[src/design/spq_pkg.sv]
// ----------------------------------------------------------------------------
// spq_pkg
// shared constants and types for the sorted priority queue
// ----------------------------------------------------------------------------
package spq_pkg;

  // default sizes
  localparam int unsigned CAPACITY_DEF      = 16;
  localparam int unsigned PRIORITY_BITS_DEF = 16;
  localparam int unsigned TAG_BITS_DEF      = 32;

  // operation codes of a request
  localparam logic OP_ENQUEUE = 1'b0;
  localparam logic OP_DEQUEUE = 1'b1;

  // commands from the controller to the datapath
  typedef struct packed {
    logic capture;  // latch the incoming request
    logic execute;  // apply the latched request and load the result register
  } spq_cmd_t;

endpackage

[src/design/spq_ctrl.sv]
// ----------------------------------------------------------------------------
// spq_ctrl
// request sequencing and result handshake for the sorted priority queue
// ----------------------------------------------------------------------------
module spq_ctrl (
  input  logic            clk_i,
  input  logic            rst_ni,
  input  logic            in_valid_i,
  output logic            in_ready_o,
  output logic            out_valid_o,
  input  logic            out_ready_i,
  output spq_pkg::spq_cmd_t cmd_o
);
  import spq_pkg::*;

  typedef enum logic {
    ST_IDLE,
    ST_EXEC
  } ctrl_state_e;

  ctrl_state_e state_q, state_d;
  logic        out_valid_q, out_valid_d;
  logic        exec_go;

  assign in_ready_o  = (state_q == ST_IDLE);
  assign exec_go     = (state_q == ST_EXEC) && (!out_valid_q || out_ready_i);
  assign out_valid_o = out_valid_q;

  assign cmd_o.capture = in_valid_i && in_ready_o;
  assign cmd_o.execute = exec_go;

  always_comb begin
    state_d     = state_q;
    out_valid_d = out_valid_q;
    if (out_ready_i) begin
      out_valid_d = 1'b0;
    end
    unique case (state_q)
      ST_IDLE: begin
        if (in_valid_i) begin
          state_d = ST_EXEC;
        end
      end
      ST_EXEC: begin
        if (exec_go) begin
          state_d     = ST_IDLE;
          out_valid_d = 1'b1;
        end
      end
      default: state_d = ST_IDLE;
    endcase
  end

  always_ff @(posedge clk_i or negedge rst_ni) begin
    if (!rst_ni) begin
      state_q     <= ST_IDLE;
      out_valid_q <= 1'b0;
    end else begin
      state_q     <= state_d;
      out_valid_q <= out_valid_d;
    end
  end

endmodule

[src/design/spq_datapath.sv]
// ----------------------------------------------------------------------------
// spq_datapath
// sorted shift-register cells, request latch and result register
// ----------------------------------------------------------------------------
module spq_datapath #(
  parameter int unsigned Capacity     = spq_pkg::CAPACITY_DEF,
  parameter int unsigned PriorityBits = spq_pkg::PRIORITY_BITS_DEF,
  parameter int unsigned TagBits      = spq_pkg::TAG_BITS_DEF,
  parameter int unsigned CountBits    = $clog2(Capacity + 1)
) (
  input  logic                    clk_i,
  input  logic                    rst_ni,
  input  spq_pkg::spq_cmd_t       cmd_i,
  input  logic                    op_i,
  input  logic [PriorityBits-1:0] priority_req_i,
  input  logic [TagBits-1:0]      tag_i,
  output logic [TagBits-1:0]      removed_tag_o,
  output logic                    removed_valid_o,
  output logic                    overflow_o,
  output logic [PriorityBits-1:0] head_priority_o,
  output logic [TagBits-1:0]      head_tag_o,
  output logic                    is_empty_o,
  output logic [CountBits-1:0]    occupancy_o
);
  import spq_pkg::*;

  // latched request
  logic                    op_q;
  logic [PriorityBits-1:0] pri_q;
  logic [TagBits-1:0]      tag_q;

  // sorted cells, cell 0 is the head
  logic [PriorityBits-1:0] cell_pri_q [Capacity];
  logic [PriorityBits-1:0] cell_pri_d [Capacity];
  logic [TagBits-1:0]      cell_tag_q [Capacity];
  logic [TagBits-1:0]      cell_tag_d [Capacity];
  logic [CountBits-1:0]    count_q, count_d;

  // result register
  logic [TagBits-1:0]      res_rtag_q, res_rtag_d;
  logic                    res_rvalid_q, res_rvalid_d;
  logic                    res_ovf_q, res_ovf_d;
  logic [PriorityBits-1:0] res_hpri_q, res_hpri_d;
  logic [TagBits-1:0]      res_htag_q, res_htag_d;
  logic                    res_empty_q, res_empty_d;
  logic [CountBits-1:0]    res_count_q;

  logic [Capacity-1:0] below;  // live cell with priority strictly below the new one
  logic                full, empty, do_enq, do_deq;

  assign full   = (count_q == CountBits'(Capacity));
  assign empty  = (count_q == '0);
  assign do_enq = (op_q == OP_ENQUEUE) && !full;
  assign do_deq = (op_q == OP_DEQUEUE) && !empty;

  for (genvar i = 0; i < Capacity; i++) begin : g_cell
    assign below[i] = (CountBits'(i) < count_q) && (cell_pri_q[i] < pri_q);

    always_comb begin
      cell_pri_d[i] = cell_pri_q[i];
      cell_tag_d[i] = cell_tag_q[i];
      if (do_enq && !below[i]) begin
        if (i == 0) begin
          cell_pri_d[i] = pri_q;
          cell_tag_d[i] = tag_q;
        end else if (below[(i == 0) ? 0 : i - 1]) begin
          cell_pri_d[i] = pri_q;
          cell_tag_d[i] = tag_q;
        end else begin
          cell_pri_d[i] = cell_pri_q[(i == 0) ? 0 : i - 1];
          cell_tag_d[i] = cell_tag_q[(i == 0) ? 0 : i - 1];
        end
      end else if (do_deq && (i < Capacity - 1)) begin
        cell_pri_d[i] = cell_pri_q[(i < Capacity - 1) ? i + 1 : i];
        cell_tag_d[i] = cell_tag_q[(i < Capacity - 1) ? i + 1 : i];
      end
    end

    always_ff @(posedge clk_i) begin
      if (cmd_i.execute) begin
        cell_pri_q[i] <= cell_pri_d[i];
        cell_tag_q[i] <= cell_tag_d[i];
      end
    end
  end

  always_comb begin
    count_d = count_q;
    if (do_enq) begin
      count_d = count_q + CountBits'(1);
    end else if (do_deq) begin
      count_d = count_q - CountBits'(1);
    end
    res_rtag_d   = do_deq ? cell_tag_q[0] : '0;
    res_rvalid_d = do_deq;
    res_ovf_d    = (op_q == OP_ENQUEUE) && full;
    res_empty_d  = (count_d == '0);
    res_hpri_d   = res_empty_d ? '0 : cell_pri_d[0];
    res_htag_d   = res_empty_d ? '0 : cell_tag_d[0];
  end

  always_ff @(posedge clk_i or negedge rst_ni) begin
    if (!rst_ni) begin
      count_q <= '0;
    end else if (cmd_i.execute) begin
      count_q <= count_d;
    end
  end

  always_ff @(posedge clk_i) begin
    if (cmd_i.capture) begin
      op_q  <= op_i;
      pri_q <= priority_req_i;
      tag_q <= tag_i;
    end
    if (cmd_i.execute) begin
      res_rtag_q   <= res_rtag_d;
      res_rvalid_q <= res_rvalid_d;
      res_ovf_q    <= res_ovf_d;
      res_hpri_q   <= res_hpri_d;
      res_htag_q   <= res_htag_d;
      res_empty_q  <= res_empty_d;
      res_count_q  <= count_d;
    end
  end

  assign removed_tag_o   = res_rtag_q;
  assign removed_valid_o = res_rvalid_q;
  assign overflow_o      = res_ovf_q;
  assign head_priority_o = res_hpri_q;
  assign head_tag_o      = res_htag_q;
  assign is_empty_o      = res_empty_q;
  assign occupancy_o     = res_count_q;

endmodule

[src/design/sorted_priority_queue.sv]
// ----------------------------------------------------------------------------
// sorted_priority_queue
// bounded minimum-first priority queue built as a sorted shift-register array
// ----------------------------------------------------------------------------
// A request either enqueues a (priority, tag) pair or dequeues the head entry.
// Entries sit in a row of cells sorted by ascending priority, cell 0 being the
// head; a new entry goes in front of every entry of equal priority, so ties are
// served newest first. Every request yields exactly one result that carries the
// removed tag (dequeue), an overflow flag (enqueue into a full queue, which is
// dropped) and the head entry, empty flag and occupancy after the request.
// Each request is first latched, then in an update step all cells compare
// against the new priority in parallel and shift in one step; the result then
// waits in an output register, so the next request is taken while the
// previous result is still pending. A request is held in the update cycle
// only while the output register is full and not being drained.
// ----------------------------------------------------------------------------
module sorted_priority_queue #(
  parameter int unsigned CAPACITY      = spq_pkg::CAPACITY_DEF,
  parameter int unsigned PRIORITY_BITS = spq_pkg::PRIORITY_BITS_DEF,
  parameter int unsigned TAG_BITS      = spq_pkg::TAG_BITS_DEF
) (
  input  logic                              clk_i,
  input  logic                              rst_ni,
  // request channel
  input  logic                              in_valid_i,
  output logic                              in_ready_o,
  input  logic                              op_i,
  input  logic [PRIORITY_BITS-1:0]          priority_req_i,
  input  logic [TAG_BITS-1:0]               tag_i,
  // result channel
  output logic                              out_valid_o,
  input  logic                              out_ready_i,
  output logic [TAG_BITS-1:0]               removed_tag_o,
  output logic                              removed_valid_o,
  output logic                              overflow_o,
  output logic [PRIORITY_BITS-1:0]          head_priority_o,
  output logic [TAG_BITS-1:0]               head_tag_o,
  output logic                              is_empty_o,
  output logic [$clog2(CAPACITY + 1)-1:0]   occupancy_o
);
  import spq_pkg::*;

  // command bundle from the sequencer to the cell array
  spq_cmd_t cmd;

  // sequencer: latch cycle, update cycle, output register handshake
  spq_ctrl u_ctrl (
    .clk_i       (clk_i),
    .rst_ni      (rst_ni),
    .in_valid_i  (in_valid_i),
    .in_ready_o  (in_ready_o),
    .out_valid_o (out_valid_o),
    .out_ready_i (out_ready_i),
    .cmd_o       (cmd)
  );

  // sorted cells, entry count and result register
  spq_datapath #(
    .Capacity     (CAPACITY),
    .PriorityBits (PRIORITY_BITS),
    .TagBits      (TAG_BITS)
  ) u_datapath (
    .clk_i           (clk_i),
    .rst_ni          (rst_ni),
    .cmd_i           (cmd),
    .op_i            (op_i),
    .priority_req_i  (priority_req_i),
    .tag_i           (tag_i),
    .removed_tag_o   (removed_tag_o),
    .removed_valid_o (removed_valid_o),
    .overflow_o      (overflow_o),
    .head_priority_o (head_priority_o),
    .head_tag_o      (head_tag_o),
    .is_empty_o      (is_empty_o),
    .occupancy_o     (occupancy_o)
  );

endmodule

[config.mk]
export PLATFORM = sky130hd
export DESIGN_NAME = sorted_priority_queue
export DESIGN_NICKNAME = d
export VERILOG_FILES = /design/src/design/spq_pkg.sv /design/src/design/spq_ctrl.sv /design/src/design/spq_datapath.sv /design/src/design/sorted_priority_queue.sv
export SDC_FILE = /design/constraint.sdc
export NUM_CORES = 2
export LEC_CHECK = 0
export ABC_AREA = 1
export BUFFER_PORTS_ARGS = -buffer_cell sky130_fd_sc_hd__buf_4
export CORE_UTILIZATION = 58
export CTS_CLUSTER_DIAMETER = 150
export DETAILED_ROUTE_END_ITERATION = 7
export PLACE_DENSITY_LB_ADDON = 0.1
export SLEW_MARGIN = 20
export SYNTH_ARGS = -nofsm -noshare
export SYNTH_HDL_FRONTEND = slang
export SYNTH_SLANG_ARGS = --single-unit
[constraint.sdc]
create_clock -name clk_i -period 5.8 [get_ports clk_i]
set_clock_uncertainty 0.1 [all_clocks]
set_input_delay 0.87 -clock clk_i [delete_from_list [all_inputs] [get_ports clk_i]]
set_output_delay 0.87 -clock clk_i [all_outputs]
set_load 0.01 [all_outputs]
==> reports/metrics.cfg <==
[floorplan]
start_util_pct = 58.7
core_mm2 = 0.0919
num_rows = 111
die_h_um = 307
die_area_mm2 = 0.0942
ioPinCount = 143
die_w_um = 307

[finish]
diodes = 0
nNetsFinal = 7148
finish.utilization_pct = 64.5
seq_area_mm2 = 0.0274
post-route-cell-area_mm2 = 0.0593
final_common_cell = nand2_1
area_growth_pct = 9.97
multi_input_area_mm2 = 0.0237
final_layout_size_suffix_gt1_share_pct = 6.90
mostFrequentLayoutCells = 3,699 x nand2_1, 905 x edfxtp_1, 849 x nand3_1, 326 x inv_1, 260 x buf_4
final.fill_count = 8126

[cts]
numCtsBuffers = 102
ctsHtreeMaxLevel = 3
clkSinkCount = 912
clock_latency_ns = 0.69
cts_buffer_depth = 3
root_buffer = clkbuf_16
cts_tree = yes
cts.clk_slew.worst_paths_ns = 0.06
post-cts-setup-buffers = 0

[synthesis]
yosysTopAreaCell = edfxtp_1
netlist.area_leader.share_pct = 50.4
ys_seq_area_share_pct = 50.7
ys_ff_latch = 912
syn_nets = 7227
syn-instance-count = 6930
synthTopCellsByArea = edfxtp_1 50%, nand2_1 26%, nand3_1 7.9%
ys_types = 38
syn-cell-area_mm2 = 0.0539
syn_avg_cell_area_um2 = 7.78
yosysWarningCount = 0

[min_path]
hold_start = priority_req_i[9]
hold_path.class = in2reg

[setup_path]
crit_slowest_cell = edfxtp_1
slowest_delay_ns = 1.03
critPathMaxFanout = 49
startpoint = u_datapath.pri_q[10]
timing.rr.start = u_datapath.pri_q[10]
cp_num_cells = 14
crit_family = buffers and inverters
cp-endpoint = u_datapath.cell_tag_q[0][148]
cp-end-kind = register
reg2reg_to = u_datapath.cell_tag_q[0][148]
worstSetupPathType = reg2reg
crit_chain = inv_1 -> buf_4 -> ha_1 -> nand2_1 -> inv_1 -> nand3_1 -> nor3_1 -> nand2_1 -> buf_4 -> nand2_1 -> nand2_1 -> inv_2 -> nand2_1 -> nand2_1
required_ns = 6.25
critPathArrivalTime_ns = 5.23
r2r_cells = 14
worst-path-buf-inv = 5
start_kind = register
regToRegSetupSlack_ns = 1.02
crit_top_cell = nand2_1

[timing]
setup_tns_ns = 0
rsz0062_at_grt = false
setup-violations-final = 0
hold_viol_final = 0
drv_slew = 0
worst_slew_pin_slew_ns = 1.20
fin_crit_ns = 4.78
fmaxAchievable_mhz = 209
relSlewSlack_pct = 19.9
min_period_over_period_pct = 82.4

[job]
maxCapViolCount = 0

[placement]
dpl_cell_area_mm2 = 0.0559
port_buffers = 142
gp_congestion = 0.935
hpwl_um = 117000

[status]
status = finished clean

[drt]
vias = 47418
drc = 0
totalWireLength_um = 174000
drtIter0Drc = 6581
drt_pre_antenna_iters = 6
wl_per_cell_um = 21.3
routed_via_density = 5.80
drtAntennaViolNets = 0

[power_and_ir_drop]
p_leak_uw = 0.0288
ir_drop_mv = 0.483
p_per_area_mw_per_mm2 = 684

[grt]
grt_max_degree = 144
grt_first_pass_wirelength_um = 264000
grt_overflow = 0
antenna_found_initial = 1
grt_pass1_vias = 43459
grt_use_total_pct = 36.5

-- stage by stage --
| step | hold slack [ns] | setup WS (ns) | total power [uW] | cells |
|---|---|---|---|---|
| 6_report | 0.254 | 1.02 | 40600 | 8181 |
| 5_1_grt | 0.234 | 0.728 | 43400 | 8181 |
| 4_1_cts | 0.215 | 1.09 | 40100 | 8181 |
| 3_5_place_dp | 0.407 | 1.13 | 33400 | 7989 |
| 3_3_place_gp | 0.403 | 1.22 | 33000 | 7988 |
| 2_1_floorplan | 0.394 | 0.335 | 27200 | 6930 |
-- synth_stat cells (all sizes together) --
cell and number:
nor3 12, and3b 1, nor4 2, nor2 139
o21ai 118, a211o 1, o31ai 1, or2 1
nand3 850, a21boi 1, nand4 10, a21oi 109
and3 1, clkinv 1, ha 244, dfrtp 7
o21a 12, inv 340, a31oi 5, o211ai 2
nor2b 1, nand3b 1, buf 232, nand2 3710
edfxtp 905, clkbuf 217, xor2 7
-- timing repair --
item	in CTS	in global routing
hold buffers	1	0
resized for setup	0	0
endpoints found under the hold margin	7	0
setup endpoints to repair	0	0
-- state kept, by name, summed over array words and instances, names as in the netlist --
register and flops:
u_ctrl.out_valid_o 1, u_ctrl.state_q 1, u_datapath.cell_pri_q 256, u_datapath.cell_tag_q 512, u_datapath.count_q 5, u_datapath.head_priority_o 16
u_datapath.head_tag_o 32, u_datapath.is_empty_o 1, u_datapath.occupancy_o 5, u_datapath.op_q 1, u_datapath.overflow_o 1, u_datapath.pri_q 16
u_datapath.removed_tag_o 32, u_datapath.removed_valid_o 1, u_datapath.tag_q 32
-- worst min-delay path by stage --
stage	end	slack [ns]	cells after the start
2_1_floorplan	u_datapath.cell_tag_q[1][192]	0.39	2
3_3_place_gp	u_ctrl.out_valid_o	0.40	2
3_5_place_dp	u_datapath.cell_tag_q[1][201]	0.41	2
4_1_cts	u_datapath.pri_q[9]	0.22	1
5_1_grt	u_datapath.pri_q[7]	0.23	1
6_report	u_datapath.pri_q[9]	0.25	1
-- where the power goes --
group          total, uW  internal [uW]  switching, uW
clock               6650           3870           2780
sequential         14400          12100           2300
combinational      19500           5800          13700
-- kinds of logic (layout without fill, tap and decap cells) --
logic type | count (synthesis) | after routing | synth area share, %
and+or+nand+nor | 4728 | 4728 | 35.1
AOI/OAI and AO/OA | 249 | 249 | 2.41
adders and majority gates | 244 | 244 | 5.66
xor gates and xnor gates | 7 | 7 | 0.114
buffers and inverters | 790 | 798 | 6.04
DFF | 912 | 912 | 50.7
-- layer usage --
layer | part of all wire, % | track usage [%]
met5 | 0 | 0
met4 | 2.4 | 9.47
met3 | 14 | 8.86
met2 | 41 | 52.1
met1 | 43 | 55.3
-- area by class of cell --
type | count | area share, %
Sequential cell | 912 | 46.1
Multi-Input combinational cell | 5228 | 39.9
Clock buffer | 127 | 4.53
Timing Repair Buffer | 266 | 3.49
Tap cell | 1243 | 2.62
Inverter | 341 | 2.17
Clock inverter | 64 | 1.14
No activity file was read; power rests on OpenSTA's default activity.
